## src/hw/rtl/cvce_pkg.sv

```systemverilog
package cvce_pkg;

    // geometry of the doubled grid
    localparam int MAX_SIDE = 32;
    localparam int GRID     = 2 * MAX_SIDE + 1;
    localparam int DEPTH    = GRID * GRID * GRID;
    localparam int AW       = $clog2(DEPTH);
    localparam int MW       = AW + 1;
    localparam int NW       = $clog2(MAX_SIDE + 1);
    localparam int DW       = $clog2(GRID + 2);

    // port field widths
    localparam int CFG_IDX_W  = 2;
    localparam int CFG_DATA_W = 6;
    localparam int VOX_W      = 15;
    localparam int VAL_W      = 8;
    localparam int CUBE_W     = 19;

    // configuration register indexes
    localparam logic [CFG_IDX_W-1:0] REG_SIZE_X = 2'd0;
    localparam logic [CFG_IDX_W-1:0] REG_SIZE_Y = 2'd1;
    localparam logic [CFG_IDX_W-1:0] REG_SIZE_Z = 2'd2;
    localparam logic [CFG_IDX_W-1:0] REG_PRIMAL = 2'd3;

    // opcodes
    localparam logic [1:0] OP_CLEAR = 2'd0;
    localparam logic [1:0] OP_MARK  = 2'd1;
    localparam logic [1:0] OP_BND   = 2'd2;
    localparam logic [1:0] OP_COBND = 2'd3;

    typedef logic [DW-1:0] t_coord;
    typedef logic [AW-1:0] t_addr;

    typedef struct packed {
        logic [1:0]        opcode;
        logic [VOX_W-1:0]  voxel_index;
        logic [VAL_W-1:0]  voxel_value;
        logic [CUBE_W-1:0] cube_index;
    } t_in;

    typedef struct packed {
        logic              entry_present;
        logic [CUBE_W-1:0] neighbor_index;
        logic              neighbor_in_range;
        logic              cube_member;
        logic [1:0]        cube_dim;
        logic              last;
    } t_out;

    // clamped sizes and derived extents
    typedef struct packed {
        logic [2:0][NW-1:0] n;
        logic [2:0][DW-1:0] d;
        logic [2:0][DW-1:0] hi;
        logic               p;
    } t_geom;

    // classified item handed from front to back
    typedef struct packed {
        logic [1:0]       op;
        logic             act;
        t_coord           x;
        t_coord           y;
        t_coord           z;
        t_addr            center;
        logic [DW-1:0]    acc1;
        logic [2*DW-1:0]  acc2;
    } t_cmd;

    typedef enum logic [2:0] {
        F_IDLE, F_PROD1, F_PROD2, F_CHECK, F_DIV1, F_DIV2, F_ADDR1, F_ADDR2
    } t_fstate;

    typedef enum logic [3:0] {
        B_CLEAR, B_IDLE, B_MARK, B_ACK, B_QRD, B_QWAIT, B_NRD, B_NEV, B_DONE,
        B_PUSHW
    } t_bstate;

    function automatic logic [NW-1:0] clamp_size(input logic [CFG_DATA_W-1:0] r);
        logic [NW-1:0] v;
        if (r == '0) begin
            v = NW'(1);
        end else if (r > CFG_DATA_W'(MAX_SIDE)) begin
            v = NW'(MAX_SIDE);
        end else begin
            v = NW'(r);
        end
        return v;
    endfunction

endpackage

```

## src/hw/rtl/cvce_div.sv

```systemverilog
module cvce_div import cvce_pkg::*; (
    input  logic          i_clk,
    input  logic          i_rst_n,
    input  logic          i_start,
    input  t_addr         i_num,
    input  logic [DW-1:0] i_den,
    output logic          o_done,
    output t_addr         o_quo,
    output logic [DW-1:0] o_rem
);

    localparam int CW = $clog2(AW + 1);

    logic [CW-1:0] r_cnt;
    logic          r_done;
    t_addr         r_quo;
    logic [DW-1:0] r_rem;
    logic [DW-1:0] r_den;
    logic [DW:0]   w_sh;
    logic          w_ge;

    // one quotient bit per cycle, restoring
    assign w_sh = {r_rem, r_quo[AW-1]};
    assign w_ge = w_sh >= {1'b0, r_den};

    always_ff @(posedge i_clk) begin
        if (!i_rst_n) begin
            r_cnt  <= '0;
            r_done <= 1'b0;
        end else begin
            r_done <= !i_start && (r_cnt == CW'(1));
            if (i_start) begin
                r_cnt <= CW'(AW);
            end else if (r_cnt != '0) begin
                r_cnt <= r_cnt - CW'(1);
            end
        end
    end

    always_ff @(posedge i_clk) begin
        if (i_start) begin
            r_quo <= i_num;
            r_rem <= '0;
            r_den <= i_den;
        end else if (r_cnt != '0) begin
            r_quo <= {r_quo[AW-2:0], w_ge};
            r_rem <= w_ge ? DW'(w_sh - {1'b0, r_den}) : w_sh[DW-1:0];
        end
    end

    assign o_done = r_done;
    assign o_quo  = r_quo;
    assign o_rem  = r_rem;

endmodule

```

## src/hw/rtl/cvce_front.sv

```systemverilog
module cvce_front import cvce_pkg::*; (
    input  logic  i_clk,
    input  logic  i_rst_n,
    input  logic  i_go,
    input  t_in   i_item,
    input  t_geom i_geom,
    input  logic  i_full,
    output logic  o_busy,
    output logic  o_push,
    output t_cmd  o_cmd
);

    t_fstate          r_state, n_state;
    t_in              r_in;
    logic [2*NW-1:0]  r_nn;
    logic [3*NW-1:0]  r_nvox;
    logic [2*DW-1:0]  r_acc2;
    logic [3*DW-1:0]  r_total;
    logic             r_act;
    t_coord           r_x, r_y, r_z;
    logic [2*DW-1:0]  r_t1;
    logic [3*DW-1:0]  r_t2;
    t_addr            r_center;

    logic             w_mark, w_act, w_div_start, w_done;
    t_addr            w_num, w_quo;
    logic [DW-1:0]    w_den, w_rem;
    t_coord           w_rcoord, w_zcoord;
    logic             w_pushing;

    assign w_mark = (r_in.opcode == OP_MARK);

    // item classification: occupied voxel inside the grid, or cube inside the map
    always_comb begin
        if (w_mark) begin
            w_act = (r_in.voxel_value != '0) &&
                    ((3*NW+VOX_W)'(r_in.voxel_index) < (3*NW+VOX_W)'(r_nvox));
        end else begin
            w_act = ((3*DW+CUBE_W)'(r_in.cube_index) < (3*DW+CUBE_W)'(r_total));
        end
    end

    // shared divider operands
    always_comb begin
        if (r_state == F_CHECK) begin
            w_num = w_mark ? AW'(r_in.voxel_index) : AW'(r_in.cube_index);
            w_den = w_mark ? DW'(i_geom.n[0]) : i_geom.d[0];
        end else begin
            w_num = w_quo;
            w_den = w_mark ? DW'(i_geom.n[1]) : i_geom.d[1];
        end
    end

    cvce_div u_div (
        .i_clk   (i_clk),
        .i_rst_n (i_rst_n),
        .i_start (w_div_start),
        .i_num   (w_num),
        .i_den   (w_den),
        .o_done  (w_done),
        .o_quo   (w_quo),
        .o_rem   (w_rem)
    );

    // voxel coordinate to cube coordinate for a mark; a query already carries cube coordinates
    assign w_rcoord = w_mark ? t_coord'({w_rem[DW-2:0], i_geom.p}) : w_rem;
    assign w_zcoord = w_mark ? t_coord'({w_quo[DW-2:0], i_geom.p}) : t_coord'(w_quo);

    // next state
    always_comb begin
        n_state = r_state;
        case (r_state)
            F_IDLE:  if (i_go) n_state = F_PROD1;
            F_PROD1: n_state = (r_in.opcode == OP_CLEAR) ? F_ADDR2 : F_PROD2;
            F_PROD2: n_state = F_CHECK;
            F_CHECK: n_state = w_act ? F_DIV1 : F_ADDR2;
            F_DIV1:  if (w_done) n_state = F_DIV2;
            F_DIV2:  if (w_done) n_state = w_mark ? F_ADDR1 : F_ADDR2;
            F_ADDR1: n_state = F_ADDR2;
            F_ADDR2: if (w_pushing) n_state = F_IDLE;
            default: n_state = F_IDLE;
        endcase
    end

    // outputs
    always_comb begin
        w_div_start = 1'b0;
        w_pushing   = 1'b0;
        case (r_state)
            F_CHECK: w_div_start = w_act;
            F_DIV1:  w_div_start = w_done;
            F_ADDR2: w_pushing   = !i_full && !(w_mark && r_act && r_center == '1);
            default: ;
        endcase
    end

    always_ff @(posedge i_clk) begin
        if (!i_rst_n) begin
            r_state <= F_IDLE;
        end else begin
            r_state <= n_state;
        end
    end

    // datapath
    always_ff @(posedge i_clk) begin
        case (r_state)
            F_IDLE: begin
                if (i_go) begin
                    r_in <= i_item;
                end
                r_act <= 1'b0;
            end
            F_PROD1: begin
                r_nn   <= i_geom.n[0] * i_geom.n[1];
                r_acc2 <= i_geom.d[0] * i_geom.d[1];
                r_x    <= '0;
                r_y    <= '0;
                r_z    <= '0;
            end
            F_PROD2: begin
                r_nvox  <= r_nn * i_geom.n[2];
                r_total <= r_acc2 * i_geom.d[2];
            end
            F_CHECK: begin
                r_act    <= w_act;
                // all ones marks a mark center still to be computed
                r_center <= w_mark ? '1 : t_addr'(r_in.cube_index);
            end
            F_DIV1: begin
                if (w_done) r_x <= w_rcoord;
            end
            F_DIV2: begin
                if (w_done) begin
                    r_y <= w_rcoord;
                    r_z <= w_zcoord;
                end
            end
            F_ADDR1: begin
                r_t1 <= i_geom.d[0] * r_y;
                r_t2 <= r_acc2 * r_z;
            end
            F_ADDR2: begin
                if (w_mark && r_act && r_center == '1) begin
                    r_center <= AW'(r_x) + AW'(r_t1) + AW'(r_t2);
                end
            end
            default: ;
        endcase
    end

    assign o_busy      = (r_state != F_IDLE);
    assign o_push      = w_pushing;
    assign o_cmd.op    = r_in.opcode;
    assign o_cmd.act   = r_act;
    assign o_cmd.x     = r_x;
    assign o_cmd.y     = r_y;
    assign o_cmd.z     = r_z;
    assign o_cmd.center = r_center;
    assign o_cmd.acc1  = i_geom.d[0];
    assign o_cmd.acc2  = r_acc2;

endmodule

```

## config.mk

```make
export PLATFORM = sky130hd
export DESIGN_NAME = cvce_front
export DESIGN_NICKNAME = d
export VERILOG_FILES = /design/src/hw/rtl/cvce_pkg.sv /design/src/hw/rtl/cvce_div.sv /design/src/hw/rtl/cvce_front.sv
export SDC_FILE = /design/constraint.sdc
export NUM_CORES = 1
export LEC_CHECK = 0
export BUFFER_PORTS_ARGS = -buffer_cell sky130_fd_sc_hd__clkbuf_2
export CAP_MARGIN = 0
export CORE_ASPECT_RATIO = 0.5
export CORE_MARGIN = 3
export CORE_UTILIZATION = 51
export CTS_BUF_LIST = sky130_fd_sc_hd__clkbuf_4
export DETAILED_ROUTE_END_ITERATION = 10
export PLACE_DENSITY = 0.69
export SYNTH_ARGS = -nofsm -noshare
export SYNTH_HDL_FRONTEND = slang
export SYNTH_SLANG_ARGS = --single-unit
```

## constraint.sdc

```tcl
create_clock -name i_clk -period 10.75 [get_ports i_clk]
set_clock_uncertainty 0.15 [all_clocks]
set_input_delay 0 -clock i_clk [delete_from_list [all_inputs] [get_ports i_clk]]
set_output_delay 0 -clock i_clk [all_outputs]
set_load 0.03 [all_outputs]
```

Word level (Yosys, flattened, before mapping)
Index checks and enable logic that the tools add are counted.
{ "totals": {"output_inout_bits": 66, "regBits": 225, "elab_cells": 109, "input_bits": 109} }
{ "classes": {"n_lt_le_gt_ge": 3, "n_mul": 6, "reduce_logical": 25, "mux": 32, "n_bitwise": 1, "n_eq_ne": 16, "addsub": 4} }
{ "op_table": {"columns": ["operator", "n"], "rows": [
  ["$mux W19", 6],
  ["$mux W7", 8],
  ["$pmux W7 S2", 3],
  ["$pmux W19 S2", 1],
  ["$mul A7 B7 Y14", 2],
  ["$pmux W3 S8", 1],
  ["$lt A19 B21 Y1", 1],
  ["$mul A14 B7 Y21", 1],
  ["$add A15 B19 Y19", 1],
  ["$eq A19 B19 Y1 const B", 1],
  ["$mul A14 B7 Y19", 1],
  ["$lt A15 B18 Y1", 1],
  ["$mul A12 B6 Y18", 1],
  ["$add A7 B14 Y15", 1],
  ["$mux W3", 5],
  ["$eq A3 B3 Y1 const B", 4],
  ["$mul A6 B6 Y12", 1],
  ["$mux W5", 2],
  ["$reduce_and A2 Y1", 5],
  ["$reduce_bool A2 Y1", 5],
  ["$ge A8 B7 Y1", 1],
  ["$ne A2 B2 Y1 const B", 4],
  ["$reduce_bool A8 Y1", 1],
  ["$sub A7 B7 Y7", 1],
  ["other kinds (18)", 29]
]} }

Longest topological paths before layout
{ "depth": {"depth_word": 8, "ltp_mapped": 18, "mapped_depth_nobuf": 17} }

Modules after synthesis
A second synthesis with hierarchy kept.
{ "hier_totals": {"hier_cells": 2291, "hier_area_um2": 22982.0} }
{ "modules_own_cells": {"columns": ["mod", "seq_area_each_um2", "cells_each", "instances", "area_each_um2"], "rows": [
  ["cvce_front", 5555.3, 2119, 1, 21003.9],
  ["cvce_div", 1041.0, 172, 1, 1978.1]
]} }

Worst setup path before layout
No wires, ideal clock.
{ "synth_timing": {"path_type": "reg2reg", "from": "register r_acc2[0]", "to": "register r_total[17] (data pin)", "required_time_ns": 10.334, "path_stages_with_launch": 17, "synth_period_minus_slack_ns": 5.106, "n_path_buf": 1, "arrival_ns": 4.690, "path_slack_ns": 5.644, "setup_time_ns": 0.266, "cell_sequence": "edfxtp_1 -> clkbuf_1 -> nand2_1 -> fa_1 -> fa_1 -> inv_1 -> fa_1 -> inv_1 -> fa_1 -> inv_1 -> ha_1 -> nor3_1 -> nor3_1 -> a221o_1 -> a41o_1 -> o41ai_1 -> xnor2_1"} }
{ "synth_via": {"elab_chain_len": 1} }
{ "synth_rtl": {"columns": ["item", "line_no", "rtl"], "rows": [
  ["start, declared", "cvce_front.sv:17", "logic [2*DW-1:0] r_acc2;"],
  ["start signal, assigned", "cvce_front.sv:116", "r_acc2 <= i_geom.d[0] * i_geom.d[1];"],
  ["$mul A14 B7 Y21", "cvce_front.sv:123", "r_total <= r_acc2 * i_geom.d[2];"],
  ["end signal, assigned", "cvce_front.sv:123", null],
  ["end, declared", "cvce_front.sv:18", "logic [3*DW-1:0] r_total;"]
]} }
No other way between the ends.
A chain may end at the register's enable or synchronous reset.

Final worst setup path
{ "layout_timing": {"from": "register r_acc2[0]", "to": "register r_total[19] (data pin)"} }
Same word-level chain as after synthesis.

==> flow_metrics.tcl <==
set metrics [dict create \
    outcome "completed" \
    critical_path_class "reg2reg" \
    period_needed_ns 5.792 \
    ys_ff_latch 225 \
    crit_fanout 15 \
    worstMarginPinSlew_ns 1.175 \
    cts_setup_buffers 0 \
    rows 53 \
    die_area_um2 47060 \
    r2r-start "r_acc2[0]" \
    synth_top_cell_area_share_pct 27.75 \
    power.share.clock_pct 9.0 \
    fill_cells 3667 \
    synth_nets 2855 \
    clkSinkCount 225 \
    fin_util_pct 60.42 \
    crit_buf_inv 3 \
    yosysTopAreaCell "edfxtp_1" \
    synth_area_per_cell_um2 9.962 \
    initial_core_util_pct 52.79 \
    die_x_um 303.8 \
    required_ns 11.01 \
    crit_slowest_cell "edfxtp_1" \
    grt_pass1_vias 17208 \
    gr-total-overflow 0 \
    hold_class "in2reg" \
    vias 17216 \
    synth-edff-count 209 \
    crit_end "r_total[19]" \
    layout.nets 3129 \
    crit_path_start_kind "flip-flop" \
    p_comb_share_pct 69.6 \
    die-height_um 154.9 \
    wl_per_cell_um 18.50 \
    grt_pass1_wl_um 93920 \
    dp_hpwl_um 42380 \
    clk_pin_slew_ns 0.08 \
    max_stage_delay_ns 0.92 \
    final_cells 3164 \
    rsz0062_at_grt "no" \
    synth_area_um2 22610 \
    finalCritPeriodShare_pct 53.87 \
    postCtsResizedCells 0 \
    cp_common_cell "fa_1" \
    maxSlewViolCount 0 \
    wl_um 58550 \
    netlist_top_cells_area "edfxtp_1, fa_1, ha_1, and2_1, nand2_1" \
    crit_family "adder cells" \
    finalSetupViolCount 0 \
    r2r_slack_ns 4.96 \
    pwr-share-seq_pct 21.4 \
    final_area_um2 25880 \
    hold_viol_final 0 \
    endpoint_kind "flip-flop" \
    synth-main-ff-cell "edfxtp_1" \
    vdd_ir_drop_max_mv 0.3102 \
    min_path_cells 5 \
    cap_violations 0 \
    numPortBuffers 153 \
    drc 0 \
    ys_warn_count 0 \
    synth.distinct_cells 75 \
    core_area_um2 42840 \
    timing.setup.tns_ns 0 \
    p_sw_share_pct 48.26 \
    cp.depth 15 \
    worstPathArrival_ns 6.06 \
    vias_per_cell 5.441 \
    grt_use_total_pct 25.23 \
    startpoint "r_acc2[0]" \
    placed_cell_area_um2 23850 \
    cts_buffers 57 \
    total_leakage_power_nw 12.34 \
    netlist_instances 2270 \
    area_growth_pct 14.47 \
    async_flop_share_pct 0 \
    p_int_w 0.004324 \
    grt_max_degree 60 \
    clk_path_buf_depth 3 \
    dp_cells 2932 \
    layout-drive-gt1-share_pct 11.11 \
    multiInputGateArea_um2 14470 \
    gp_congestion 0.8839 \
    io_pins 175 \
    relSlewSlack_pct 21.51 \
    worstPathCellList "nand2_1 -> fa_1 -> fa_1 -> inv_1 -> fa_1 -> inv_1 -> fa_1 -> inv_1 -> ha_1 -> nor3_1 -> nor3_1 -> a221o_1 -> a41o_1 -> o41ai_1 -> xnor2_1" \
    cts_tree "built" \
    antenna_found_initial 4 \
    r2r_cells 15 \
    p_switching_w 0.004033 \
    drt_first_iter_violations 1304 \
    cts_hold_buf 130 \
    worstSkewPairLatency_ns 0.72 \
    h-tree-depth 2 \
    root_buffer "clkbuf_4" \
    firstDrtPassIters 6 \
    whs_ns 0.08712 \
    seq_area_um2 6596 \
    drtAntennaViolNets 0 \
    fmax_mhz 172.7 \
    regToRegEndpoint "r_total[19]" \
    power_density_nw_per_um2 322.9 \
    yosysSeqAreaShare_pct 29.17 \
]
-- layer usage --
| layer | vias to the layer above | part of all wire, % | GRT usage (%) | wire [um] |
|---|---|---|---|---|
| li1 | 8083 | - | - | - |
| met1 | 8405 | 45 | 35.48 | 26130 |
| met2 | 610 | 45 | 39.78 | 26180 |
| met3 | 118 | 7.4 | 4.408 | 4342 |
| met4 | 0 | 3.2 | 8.801 | 1902 |
| met5 | - | 0 | 0 | 0 |
-- placed cells by master (no fill, tap or decap), types with 26 or more instances in the layout --
cell type	count
xor2_1	26
fa_1	232
and2_1	213
clkbuf_2	153
xnor2_1	64
nor2_1	71
a21oi_1	76
edfxtp_1	209
nand2_1	330
o21ai_0	48
clkbuf_4	77
dlygate4sd3_1	130
ha_1	244
nor3_1	36
inv_1	328
-- worst min-delay path, cell delays in order --
cell	delay, ns
clkbuf_2	0.17
and2_1	0.15
ha_1	0.16
fa_1	0.19
xor2_1	0.09
-- synthesized netlist by cell type, types with 16 or more instances --
cell      instances
xor2_1           26
xnor2_1          64
inv_1           328
nand3_1          24
nor3_1           36
and2_1          213
edfxtp_1        209
nand2_1         330
dfxtp_1          16
or3_1            16
a21o_1           24
and3_1           21
a21oi_1          78
nand4_1          16
o21ai_0          48
nor2_1           75
fa_1            232
ha_1            244
clkbuf_1         61
-- worst min path at each step --
stage | slack [ns] | to | start
after global placement | 0.03 | r_in[33] | i_item[33]
final | 0.09 | r_nn[11] | i_geom[53]
after CTS | 0.007 | r_z[0] | i_geom[0]
after detailed placement | 0.03 | r_in[33] | i_item[33]
after floorplan | -0.05 | o_cmd[62] | i_item[42]
after global routing | 0.08 | r_nn[11] | i_geom[53]
-- power groups by stage --
stage                     Clock [W]  Sequential, W  Combinational (W)
after floorplan                   0        0.00171            0.00431
after global placement            0        0.00180            0.00558
after detailed placement          0        0.00180            0.00561
after CTS                  0.000762        0.00178            0.00578
after global routing       0.000815        0.00182            0.00661
final                      0.000752        0.00179            0.00582
-- metrics by stage --
step	power [W]	setup WS [ns]
floorplan	0.006024	5.644
global placement	0.007376	5.117
detailed placement	0.007415	5.146
CTS	0.008330	5.036
global route	0.009240	4.725
finish	0.008357	4.958
-- registers in the layout, indices dropped and copies added, names as in the netlist, 2 cells and up --
signal	cells
u_div.o_quo	19
u_div.r_den	7
u_div.r_cnt	5
r_nvox	18
r_acc2	14
r_t1	14
r_nn	12
r_x	7
o_cmd	2
r_center	19
r_total	21
r_z	7
r_state	3
r_t2	19
u_div.o_rem	7
r_y	7
r_in	42
-- area by class of cell --
type / count / share of cell area (%)
Antenna cell: 4 / 0.03867
Clock buffer: 77 / 2.233
Clock inverter: 21 / 0.5510
Inverter: 328 / 4.756
Multi-Input combinational cell: 1640 / 55.90
Sequential cell: 225 / 25.48
Tap cell: 577 / 2.789
Timing Repair Buffer: 292 / 8.246
-- cells by family (layout without fill, tap and decap cells) --
logic type | after synthesis | count (layout) | synth area share, %
adder cells (fa/ha/maj) | 476 | 476 | 34.04
AND/OR/NAND/NOR | 781 | 781 | 16.96
buffers and inverters | 405 | 718 | 6.977
other | 0 | 4 | 0
XOR/XNOR | 90 | 90 | 3.486
AO/OA/AOI/OAI | 268 | 268 | 7.962
flip-flops | 225 | 225 | 29.17
multiplexers | 25 | 25 | 1.405
Note: power is estimated with default switching activity, not from simulation.
