[src/hw/rtl/cvce_pkg.sv]
package cvce_pkg;

    // geometry of the doubled grid
    localparam int MAX_SIDE = 32;
    localparam int GRID     = 2 * MAX_SIDE + 1;
    localparam int DEPTH    = GRID * GRID * GRID;
    localparam int AW       = $clog2(DEPTH);
    localparam int MW       = AW + 1;
    localparam int NW       = $clog2(MAX_SIDE + 1);
    localparam int DW       = $clog2(GRID + 2);

    // port field widths
    localparam int CFG_IDX_W  = 2;
    localparam int CFG_DATA_W = 6;
    localparam int VOX_W      = 15;
    localparam int VAL_W      = 8;
    localparam int CUBE_W     = 19;

    // configuration register indexes
    localparam logic [CFG_IDX_W-1:0] REG_SIZE_X = 2'd0;
    localparam logic [CFG_IDX_W-1:0] REG_SIZE_Y = 2'd1;
    localparam logic [CFG_IDX_W-1:0] REG_SIZE_Z = 2'd2;
    localparam logic [CFG_IDX_W-1:0] REG_PRIMAL = 2'd3;

    // opcodes
    localparam logic [1:0] OP_CLEAR = 2'd0;
    localparam logic [1:0] OP_MARK  = 2'd1;
    localparam logic [1:0] OP_BND   = 2'd2;
    localparam logic [1:0] OP_COBND = 2'd3;

    typedef logic [DW-1:0] t_coord;
    typedef logic [AW-1:0] t_addr;

    typedef struct packed {
        logic [1:0]        opcode;
        logic [VOX_W-1:0]  voxel_index;
        logic [VAL_W-1:0]  voxel_value;
        logic [CUBE_W-1:0] cube_index;
    } t_in;

    typedef struct packed {
        logic              entry_present;
        logic [CUBE_W-1:0] neighbor_index;
        logic              neighbor_in_range;
        logic              cube_member;
        logic [1:0]        cube_dim;
        logic              last;
    } t_out;

    // clamped sizes and derived extents
    typedef struct packed {
        logic [2:0][NW-1:0] n;
        logic [2:0][DW-1:0] d;
        logic [2:0][DW-1:0] hi;
        logic               p;
    } t_geom;

    // classified item handed from front to back
    typedef struct packed {
        logic [1:0]       op;
        logic             act;
        t_coord           x;
        t_coord           y;
        t_coord           z;
        t_addr            center;
        logic [DW-1:0]    acc1;
        logic [2*DW-1:0]  acc2;
    } t_cmd;

    typedef enum logic [2:0] {
        F_IDLE, F_PROD1, F_PROD2, F_CHECK, F_DIV1, F_DIV2, F_ADDR1, F_ADDR2
    } t_fstate;

    typedef enum logic [3:0] {
        B_CLEAR, B_IDLE, B_MARK, B_ACK, B_QRD, B_QWAIT, B_NRD, B_NEV, B_DONE,
        B_PUSHW
    } t_bstate;

    function automatic logic [NW-1:0] clamp_size(input logic [CFG_DATA_W-1:0] r);
        logic [NW-1:0] v;
        if (r == '0) begin
            v = NW'(1);
        end else if (r > CFG_DATA_W'(MAX_SIDE)) begin
            v = NW'(MAX_SIDE);
        end else begin
            v = NW'(r);
        end
        return v;
    endfunction

endpackage

[src/hw/rtl/cvce_fifo.sv]
module cvce_fifo import cvce_pkg::*; (
    input  logic i_clk,
    input  logic i_rst_n,
    input  logic i_push,
    input  t_cmd i_cmd,
    input  logic i_pop,
    output logic o_full,
    output logic o_valid,
    output t_cmd o_cmd
);

    t_cmd       r_mem [2];
    logic       r_wp, r_rp;
    logic [1:0] r_cnt;

    // two-entry command queue
    always_ff @(posedge i_clk) begin
        if (!i_rst_n) begin
            r_wp  <= 1'b0;
            r_rp  <= 1'b0;
            r_cnt <= '0;
        end else begin
            if (i_push) r_wp <= ~r_wp;
            if (i_pop)  r_rp <= ~r_rp;
            r_cnt <= r_cnt + 2'(i_push) - 2'(i_pop);
        end
    end

    always_ff @(posedge i_clk) begin
        if (i_push) r_mem[r_wp] <= i_cmd;
    end

    assign o_full  = (r_cnt == 2'd2);
    assign o_valid = (r_cnt != 2'd0);
    assign o_cmd   = r_mem[r_rp];

endmodule

[config.mk]
export PLATFORM = sky130hd
export DESIGN_NAME = cvce_fifo
export DESIGN_NICKNAME = d
export VERILOG_FILES = /design/src/hw/rtl/cvce_pkg.sv /design/src/hw/rtl/cvce_fifo.sv
export SDC_FILE = /design/constraint.sdc
export NUM_CORES = 1
export LEC_CHECK = 0
export BUFFER_PORTS_ARGS = -buffer_cell sky130_fd_sc_hd__buf_2
export CAP_MARGIN = 20
export CORE_ASPECT_RATIO = 0.8
export CORE_MARGIN = 1.5
export CORE_UTILIZATION = 56
export CTS_BUF_LIST = sky130_fd_sc_hd__clkbuf_16
export DETAILED_ROUTE_END_ITERATION = 8
export PLACE_DENSITY = 0.85
export SLEW_MARGIN = 30
export SYNTH_ARGS = -nofsm -noshare
export SYNTH_HDL_FRONTEND = slang
export SYNTH_SLANG_ARGS = --single-unit
[constraint.sdc]
create_clock -name i_clk -period 6.35 [get_ports i_clk]
set_input_delay 1.27 -clock i_clk [delete_from_list [all_inputs] [get_ports i_clk]]
set_output_delay 1.27 -clock i_clk [all_outputs]
set_load 0.05 [all_outputs]
# [Word-level counts from Yosys, hierarchy flattened]
# Memory sizes are Yosys's and may differ from the RTL's. A register that Yosys moved wholly into a read port is not among the register bits.
# Index checks and enable logic that the tools add are counted.
[totals] inputBits=68 elab_cells=14 output_inout_bits=66 n_memories=1 ramBits=128 regBits=4
[mem_list] name="r_mem" depth=2 width=64 rd=1 rd_clocked_by_memory_dff=1 write_ports=1 line_no="cvce_fifo.sv:12" text="t_cmd r_mem [2];"
[classes] bitwise_logic=2 addsub=2 n_eq_ne=1 n_mux=4 reduce_logical=1
[ops] operator="2-to-1 mux 1 bit" count=4
[ops] operator="adder 2 x 1 -> 2 bit" count=1
[ops] operator="equality test 2 bit, second input constant" count=1
[ops] operator="inverter 1 bit" count=2
[ops] operator="nonzero test 2 bit" count=1
[ops] operator="subtractor 2 x 1 -> 2 bit" count=1

# [Depth between registers and ports, before layout]
# Gate-level depths: netlist of run 1.
[depth] ltp_word=3 mapped_depth=6 mapped_depth_nobuf=6

# [Worst setup path before layout of run 1]
# Ideal clock, no wire load.
[synth_timing] path_type="in2reg" start="input i_push" end="memory r_mem[0][0] (netlist name), enable pin" n_path_buf=0 required_ps=5855 arrival_time_ps=4115 slack_ps=1740 setup_time_ps=495 cell_stages=1 cell_sequence="nor2b_1"
[synth_between] elab_chain_cells=2
[synth_rtl] element="from (decl)" line_no="cvce_fifo.sv:4" text="input logic i_push,"
[synth_rtl] element="2-to-1 mux 1 bit" line_no="cvce_fifo.sv:30" text="if (i_push) r_mem[r_wp] <= i_cmd;"
[synth_rtl] element="2-to-1 mux 1 bit (implied by the code)" line_no="cvce_fifo.sv:30"
[synth_rtl] element="to (decl)" line_no="cvce_fifo.sv:12"
# Every way passes these cells.

==> reports/summary.txt, run 1 <==
syn_nets: 290
fmax: 275 MHz
area post-placement: 5860 um2
via count: 2450
Initial Utilization: 57.2%
power per cell area: 385 nW/um2
clk buf depth: 2
clock root cell: clkbuf_16
CTS tree: done
clock power share: 44.4%
Worst EP required: 5.08 ns
fin. max-slew vios: 0
Syn Inst Count: 220
initial antenna violation count: 0
Yosys cell types: 14
post-route ant nets: 0
Internal Power: 1.91 mW
Core Region: 9000 um2
startpoint class of the critical path: flip-flop
post-synthesis sequential area ratio: 76.6%
antenna fix cells: 0
Top Ports: 134
maxcap violations: 0
DR WL/cell: 17.0 um
status: finished, final reports clean
htree depth: 4
Reg power frac: 41.2%
hold crit path type: reg -> reg
Nets: 438
Worst-path clk slew: 0.05 ns
sw frac: 24.1%
crit share post-route: 57.2%
worst path cell trace: buf_4 > mux2_2 > buf_2
fraction of layout cells with a size suffix above 1: 61.3%
Placement Rows: 31
Detailed Routing Iterations Pass 1: 4
clock insertion delay at the later pin of the skew report: 0.39 ns
Clock Sinks: 133
hold slack final: 0.565 ns
hold buffers post-CTS: 0
Post-Synthesis Cell Area: 5150 um2
area delta synth->final: 27.1%
slowest stage delay, CP: 0.70 ns
VDD IR max: 0.348 mV
Final Wtd Congestion: 0.649
CTS buffer count: 17
clk_skew: 0.00554 ns
die area: 9780 um2
PostCTS Resize Cnt: 0
initial DRC count: 80
Synth Warn #: 0
Avg Vias per Cell: 4.95
worst relative slew slack: 41.2%
Critical Path Sink Type: output port
Tot Pwr: 2.52 mW
IO buf count: 133
CP max stage cell: dfxtp_4
utilization after layout: 72.7%
minimum clock period after layout: 3.63 ns
final wirelength: 8410 um
GRT Util Overall: 18.1%
commonest non-fill, non-tap cell in the layout: buf_2
Logic pwr share: 14.3%
largest net degree at the start of global routing: 44
final hold viol count: 0
first-pass GRT wire length: 12400 um
Net Switching: 0.608 mW
Final TNS setup: 0 ns
total gr overflow: 0
Chip Height: 88.8 um
setup violators final: 0
most frequent cells in the layout: 133 x buf_2, 128 x edfxtp_1, 60 x mux2_4, 17 x clkbuf_16, 7 x bufinv_16
average cell area after synthesis: 23.4 um2
dpl hpwl: 5190 um
CP arrival: 2.36 ns
vias in the first global route: 2417
crit path max fanout: 35
RSZ-0062 raised after global routing: no
setup bufs post-CTS: 0
DRC Markers: 0
Final Cell Area: 6550 um2
critical path class: reg -> out
die width: 110 um
Worst-Margin Slew: 0.880 ns
leak pwr: 2.66 nW
#FFs+latches synth: 133
[kinds of logic after synthesis]
logic type	count (synthesis)	synth area share [%]
AO/OA/AOI/OAI	1	0.146
XOR/XNOR	2	0.608
adder cells (fa/ha/maj)	2	0.486
buffers and inverters	9	2.70
flip-flops	133	76.6
multiplexers	64	18.4
AND/OR/NAND/NOR	9	1.09
[area by class of cell]
class | instances | area (um2)
repair buffers | 136 | 688
fillers | 534 | 2450
inverters | 2 | 7.51
clock buffers | 17 | 425
flip-flops and latches | 133 | 3950
well taps | 115 | 144
clock inverters | 14 | 258
multi-input cells | 78 | 1070
[synthesized netlist by cell type]
cell	count	area, um2
buf_12	6	120
xnor3_1	1	22.5
inv_1	2	7.51
edfxtp_1	128	3840
ha_1	2	25.0
mux2_4	60	901
and2_1	4	25.0
mux2_2	4	45.0
dfxtp_1	5	100
buf_6	1	11.3
xor2_1	1	8.76
o21a_1	1	7.51
or2_2	1	6.26
nor2b_1	4	25.0
[metrics by stage]
step / cells / worst slack [ns]
after global routing: 495 / 2.58
after detailed placement: 464 / 3.08
after floorplan: 220 / 1.74
after CTS: 495 / 2.65
final: 495 / 2.72
after global placement: 464 / 3.10
[layer usage]
layer / global-route usage, % / up-vias / part of all wire, %
met4: 4.90 / 0 / 0.18
met3: 8.25 / 2 / 7.9
met2: 28.9 / 103 / 49
met1: 22.6 / 1176 / 43
met5: 0 / - / 0
li1: - / 1169 / -
[state kept, by name, indices dropped and copies added (netlist names), named ones only]
signal / flops
r_mem: 128
r_wp: 1
r_rp: 1
r_cnt: 2
[power by group through the flow]
stage	Sequential [mW]	Combinational (mW)	Clock [mW]
2_1_floorplan	1.05	0.309	0
3_3_place_gp	1.05	0.358	0
3_5_place_dp	1.06	0.363	0
4_1_cts	1.04	0.365	1.14
5_1_grt	1.04	0.381	1.18
6_report	1.04	0.361	1.12
[worst paths after layout]
path	start	endpoint	slack, ns	cells past startpoint
setup / recovery	flip-flop	o_cmd[63]	2.72	3
hold / removal	r_rp	flip-flop	0.56	2
setup reg to reg	r_wp	r_mem[0][41]	4.37	2
hold reg to reg	r_rp	flip-flop	0.56	2
[worst max-delay path: cells and delay by family, from the launching register on]
| family | cells | cell delay [ns] |
|---|---|---|
| mux | 1 | 0.40 |
| flops | 1 | 0.70 |
| buf+inv | 2 | 0.83 |
Note: power is estimated with default switching activity, not from simulation.
==> run 2: changes to the inputs <==
--- a/config.mk
+++ b/config.mk
@@ -9,10 +9,10 @@
 export CAP_MARGIN = 20
 export CORE_ASPECT_RATIO = 0.8
 export CORE_MARGIN = 1.5
-export CORE_UTILIZATION = 56
+export CORE_UTILIZATION = 47
 export CTS_BUF_LIST = sky130_fd_sc_hd__clkbuf_16
 export DETAILED_ROUTE_END_ITERATION = 8
-export PLACE_DENSITY = 0.85
+export PLACE_DENSITY = 0.76
 export SLEW_MARGIN = 30
 export SYNTH_ARGS = -nofsm -noshare
 export SYNTH_HDL_FRONTEND = slang
==> constraint.sdc (replaced) <==
create_clock -name i_clk -period 3.25 [get_ports i_clk]
set_input_delay 0.65 -clock i_clk [delete_from_list [all_inputs] [get_ports i_clk]]
set_output_delay 0.65 -clock i_clk [all_outputs]
set_load 0.05 [all_outputs]
==> run 2 against run 1 <==
  * Power rose by 89%
  * Sequential share of layout area fell by 0.069 points
  * Wire length shrank 0.58%
  * Clock skew fell by 0.0018 ns
  * Critical path depth unchanged
  * Non-clock buffer count increased by 1
  * Setup slack lost 2.0 ns
  * Sequential cell count unchanged
  * Cell count rose by 5.5%
  * Hold slack worse by 0.14 ns
  * Critical path type unchanged
  * Critical endpoint unchanged
  * Largest power group unchanged
==> reports/summary.txt, run 2 (synthesis results as in run 1) <==
worst relative slew slack: 42.3% (+1.0 points)
IO buf count: 133 (unchanged)
fin. max-slew vios: 0 (unchanged)
clk buf depth: 2 (unchanged)
CTS buffer count: 17 (unchanged)
most flop-heavy register: r_mem
hold crit path type: in -> reg
Final Wtd Congestion: 0.679 (+4.7%)
DRC Markers: 0 (unchanged)
Placement Rows: 33 (+6.5%)
Worst-path clk slew: 0.06 ns (about the same)
DR WL/cell: 16.0 um (-5.7%)
Net Switching: 1.19 mW (+96%)
setup ws final: 0.751 ns (-1.96 ns)
Core Region: 10400 um2 (+16%)
vias in the first global route: 2628 (+8.7%)
CP max stage cell: dfxtp_4
total gr overflow: 0 (unchanged)
status: finished, final reports clean
die width: 120 um (+8.9%)
crit path max fanout: 18 (-49%)
CP delay by family, top: buffers and inverters
final wirelength: 8360 um (-0.58%)
Nets: 439 (+0.23%)
most frequent cells in the layout: 133 x buf_2, 128 x edfxtp_1, 60 x mux2_4, 17 x clkbuf_16, 5 x bufinv_16
CTS tree: done
clock insertion delay at the later pin of the skew report: 0.41 ns (+0.02 ns)
Detailed Routing Iterations Pass 1: 4 (unchanged)
largest net degree at the start of global routing: 65 (+48%)
htree depth: 4 (unchanged)
worst path cell trace: buf_4 > mux2_2 > buf_2
startpoint class of the critical path: flip-flop
Logic pwr share: 15.1% (+0.8 points)
leak pwr: 2.65 nW (-0.61%)
first-pass GRT wire length: 13100 um (+5.8%)
Worst EP required: 2.60 ns (-2.48 ns)
sw frac: 25.0% (+0.85 points)
CP arrival: 1.85 ns (-0.51 ns)
clock root cell: clkbuf_16
PostCTS Resize Cnt: 0 (unchanged)
RSZ-0062 raised after global routing: no
Final TNS setup: 0 ns (unchanged)
commonest non-fill, non-tap cell in the layout: buf_2
Tot Pwr: 4.77 mW (+89%)
Internal Power: 3.58 mW (+87%)
Chip Height: 96.6 um (+8.8%)
Setup WS pre-CTS: 1.16 ns (-1.92 ns)
biggest regs: r_mem: 128 flops, r_cnt: 2 flops
Reg power frac: 42.3% (+1.1 points)
post-route ant nets: 0 (unchanged)
slowest stage delay, CP: 0.49 ns (-0.21 ns)
clk_skew: 0.00376 ns (-0.00178 ns)
antenna fix cells: 0 (unchanged)
hold path start: i_cmd[15]
via count: 2482 (+1.3%)
Initial Utilization: 49.3% (-7.9 points)
Worst-Margin Slew: 0.866 ns (-0.0136 ns)
Largest register FFs: 128 (unchanged)
hold slack final: 0.426 ns (-0.139 ns)
final hold viol count: 0 (unchanged)
initial antenna violation count: 0 (unchanged)
Critical Path Sink Type: output port
fmax: 400 MHz
VDD IR max: 0.593 mV (+70%)
setup bufs post-CTS: 0 (unchanged)
fraction of layout cells with a size suffix above 1: 61.0% (-0.32 points)
GRT Util Overall: 15.4% (-2.7 points)
critical path class: reg -> out
initial DRC count: 118 (+48%)
Top Ports: 134 (unchanged)
maxcap violations: 0 (unchanged)
Bufs and invs on worst path: 2 (unchanged)
hold buffers post-CTS: 0 (unchanged)
die area: 11600 um2 (+19%)
minimum clock period after layout: 2.50 ns
crit share post-route: 76.9%
dpl hpwl: 5330 um (+2.6%)
clock power share: 42.6% (-1.8 points)
Clock Sinks: 133 (unchanged)
Avg Vias per Cell: 4.75 (-3.9%)
Worst R2R Start: r_wp
area delta synth->final: 27.3%
setup violators final: 0 (unchanged)
power per cell area: 729 nW/um2 (+89%)
slack of the worst reg-to-reg path: 1.70 ns (-2.67 ns)
==> run 2: layout make-up <==
cell class              count  area, um2
clock buffers              17        425
clock inverters            15        213
fillers                   745       3890
inverters                   2       7.51
multi-input cells          78       1080
flip-flops and latches    133       3950
well taps                 140        175
repair buffers            137        708
==> run 2: power groups by stage <==
stage / registers, mW / logic (mW) / clock network [mW]
after CTS: 2.02 / 0.729 / 2.06
final: 2.02 / 0.721 / 2.03
after floorplan: 2.04 / 0.604 / 0
after detailed placement: 2.05 / 0.725 / 0
after global routing: 2.03 / 0.757 / 2.14
after global placement: 2.05 / 0.717 / 0
==> run 2: path summary, 6_finish.rpt <==
kind | to | cells past startpoint
worst max register to register | r_mem[1][30] | 1
worst min register to register | flip-flop | 2
worst min-delay path | r_mem[0][15] | 1
worst max-delay path | o_cmd[63] | 3
==> run 2: routing by layer <==
| layer | part of all wire, % | track usage, % |
|---|---|---|
| met1 | 43 | 18.3 |
| met5 | 0 | 0 |
| met2 | 49 | 24.6 |
| met4 | 1.5 | 6.59 |
| met3 | 6.8 | 6.25 |
==> run 2: metrics by stage <==
step,cell area (um2),utilization [%],cells
3_3_place_gp,5910,56.6,490
2_1_floorplan,5150,-,220
6_report,6550,62.7,522
5_1_grt,6550,62.7,522
3_5_place_dp,5910,56.6,490
4_1_cts,6550,62.7,522
==> run 3: changes to the inputs <==
--- a/config.mk
+++ b/config.mk
@@ -5,6 +5,7 @@
 export SDC_FILE = /design/constraint.sdc
 export NUM_CORES = 1
 export LEC_CHECK = 0
+export ABC_AREA = 1
 export BUFFER_PORTS_ARGS = -buffer_cell sky130_fd_sc_hd__buf_2
 export CAP_MARGIN = 20
 export CORE_ASPECT_RATIO = 0.8
==> constraint.sdc (replaced) <==
create_clock -name i_clk -period 2.1 [get_ports i_clk]
set_input_delay 0.42 -clock i_clk [delete_from_list [all_inputs] [get_ports i_clk]]
set_output_delay 0.42 -clock i_clk [all_outputs]
set_load 0.05 [all_outputs]
==> run 3 against run 2 <==
  * Setup slack got worse by 0.68 ns
  * Critical path type unchanged
  * Final area decreased by 0.15%
  * Critical endpoint is now o_cmd[20]
  * Wire length increased by 4.7%
  * Largest power group is now registers
  * Largest cell class unchanged
  * Die area about the same
==> reports/summary.txt, run 3 <==
status: finished, final reports clean
fraction of layout cells with a size suffix above 1: 59.2% (-1.8 points)
Nets: 460 (+4.8%)
Reg area: 3950 um2 (unchanged)
Layout fillers: 747 (+0.27%)
CTS buffer count: 17 (unchanged)
footprint of the multi-input gates: 1050 um2 (-2.2%)
top-count cell post-synth: edfxtp_1
Post-synth EDFFs: 128 (unchanged)
top_reg_cell synth: edfxtp_1
area delta synth->final: 27.1%
critical path class: reg -> out
post-synthesis sequential area ratio: 76.6% (about the same)
largest cells by area after synthesis: edfxtp_1 75%, mux2_4 18%, buf_12 2.3%
dpl hpwl: 5780 um (+8.4%)
Layout Cells excl Fill: 542 (+3.8%)
Reg power frac: 46.4% (+4.1 points)
syn_nets: 302 (+4.1%)
biggest regs: r_mem: 128 flops, r_cnt: 2 flops
hold buffers post-CTS: 0 (unchanged)
clock root cell: clkbuf_16
Final TNS setup: 0 ns (unchanged)
htree depth: 4 (unchanged)
first-pass GRT wire length: 13300 um (+1.9%)
post-route ant nets: 0 (unchanged)
RSZ-0062 raised after global routing: no
Synth Warn #: 0 (unchanged)
clock insertion delay at the later pin of the skew report: 0.40 ns (about the same)
antenna fix cells: 0 (unchanged)
crit share post-route: 96.6%
most frequent cells in the layout: 133 x buf_2, 128 x edfxtp_1, 60 x mux2_4, 17 x clkbuf_16
CP arrival: 1.61 ns (-0.24 ns)
via count: 2603 (+4.9%)
startpoint class of the critical path: flip-flop
Critical Path Sink Type: output port
crit path max fanout: 19 (+1)
Placed Instances: 508 (+3.7%)
minimum clock period after layout: 2.03 ns
Initial Utilization: 49.3% (about the same)
Clock Sinks: 133 (unchanged)
Chip Height: 96.6 um (about the same)
Worst EP required: 1.68 ns (-0.92 ns)
Final Wtd Congestion: 0.708 (+4.3%)
maxcap violations: 0 (unchanged)
VDD IR max: 0.990 mV (+67%)
hold slack final: 0.204 ns (-0.222 ns)
slack of the worst reg-to-reg path: 0.83 ns (-0.87 ns)
Placement Rows: 33 (unchanged)
average cell area after synthesis: 22.2 um2 (-5.2%)
initial DRC count: 145 (+23%)
commonest non-fill, non-tap cell in the layout: buf_2
PostCTS Resize Cnt: 0 (unchanged)
worst relative slew slack: 81.7% (+39 points)
setup violators final: 0 (unchanged)
Top Ports: 134 (unchanged)
IO buf count: 133 (unchanged)
Yosys cell types: 12 (-2)
hold crit path type: in -> reg
power per cell area: 1030 nW/um2 (+41%)
DR WL/cell: 16.1 um (+0.86%)
die width: 120 um (about the same)
Worst-Margin Slew: 0.275 ns (-0.591 ns)
most flop-heavy register: r_mem
Synth area leader: edfxtp_1
die area: 11600 um2 (about the same)
Largest register FFs: 128 (unchanged)
Detailed Routing Iterations Pass 1: 4 (unchanged)
Net Switching: 1.72 mW (+44%)
clk_skew: 0.00591 ns (+0.00214 ns)
largest net degree at the start of global routing: 49 (-25%)
CTS tree: done
Worst-path clk slew: 0.05 ns (about the same)
leak pwr: 2.67 nW (+0.80%)
sw frac: 25.6% (+0.60 points)
Logic pwr share: 15.0% (about the same)
top cells by count, synth: 128 x edfxtp_1, 60 x mux2_4, 9 x nand2_1, 8 x nor2_1, 7 x inv_1
async set-reset flop share out of synthesis: 0% (unchanged)
#FFs+latches synth: 133 (unchanged)
vias in the first global route: 2671 (+1.6%)
clock power share: 38.6% (-4.0 points)
Avg Vias per Cell: 4.80 (+1.0%)
fin. max-slew vios: 0 (unchanged)
clk buf depth: 2 (unchanged)
Post-Synthesis Cell Area: 5150 um2 (about the same)
GRT Util Overall: 15.8% (+0.48 points)
total gr overflow: 0 (unchanged)
share of the synthesized area in the top cell type: 74.7% (about the same)
Syn Inst Count: 232 (+5.5%)
final hold viol count: 0 (unchanged)
final wirelength: 8750 um (+4.7%)
fmax: 493 MHz
initial antenna violation count: 0 (unchanged)
Internal Power: 5.00 mW (+40%)
Core Region: 10400 um2 (unchanged)
DRC Markers: 0 (unchanged)
## run 3: cells by family (layout without fill, tap and decap cells)
kind of cell	after synthesis	in the layout	share of synthesized area, %
AOI/OAI and AO/OA	1	1	0.0972
adders and majority gates	2	2	0.486
buffers and inverters	14	184	3.06
DFF	133	133	76.6
muxes	64	64	18.4
and+or+nand+nor	18	18	1.34
## run 3: worst paths after layout
kind	start	endpoint	cells past startpoint
max reg2reg	r_cnt[0]	r_cnt[1]	8
min	i_cmd[56]	r_mem[0][56]	1
max	flip-flop	o_cmd[20]	3
min reg2reg	r_rp	flip-flop	2
## run 3: repair_timing
item,in CTS,in global routing
endpoints found under the hold margin,0,0
endpoints found under the setup margin,53,5
setup buffers,2,1
## run 3: metrics by stage
stage,util [%],cell area (um2),setup slack (ns),total power [mW]
floorplan,-,5160,0.257,3.95
global placement,57.4,6000,0.364,4.16
detailed placement,57.4,6000,0.352,4.18
CTS,62.6,6540,0.0263,6.80
global route,62.6,6540,0.00888,6.94
finish,62.6,6540,0.0705,6.71
## run 3: final cells by class
class / instances / area share [%]
flip-flops and latches: 133 / 60.3
multi-input cells: 85 / 16.1
repair buffers: 146 / 12.4
clock buffers: 17 / 6.50
well taps: 140 / 2.68
clock inverters: 14 / 1.51
inverters: 7 / 0.459
## run 3: per-layer routing
metal / track usage, % / vias to the layer above / part of all wire, %
met1: 20.0 / 1282 / 44
met2: 24.6 / 104 / 47
met3: 6.75 / 7 / 7.7
met5: 0 / - / 0
met4: 6.05 / 0 / 0.88
li1: - / 1210 / -
## run 3: critical path, cell delays in order (launching register included)
cell and delay, ns:
dfxtp_4 0.45, buf_12 0.21, mux2_4 0.32, buf_2 0.21
## run 3: power by group through the flow
stage               logic, mW  clock network (mW)  registers [mW]
floorplan               0.796                   0            3.15
global placement        0.990                   0            3.17
detailed placement       1.00                   0            3.18
CTS                      1.02                2.66            3.12
global route             1.07                2.75            3.13
finish                   1.01                2.59            3.12
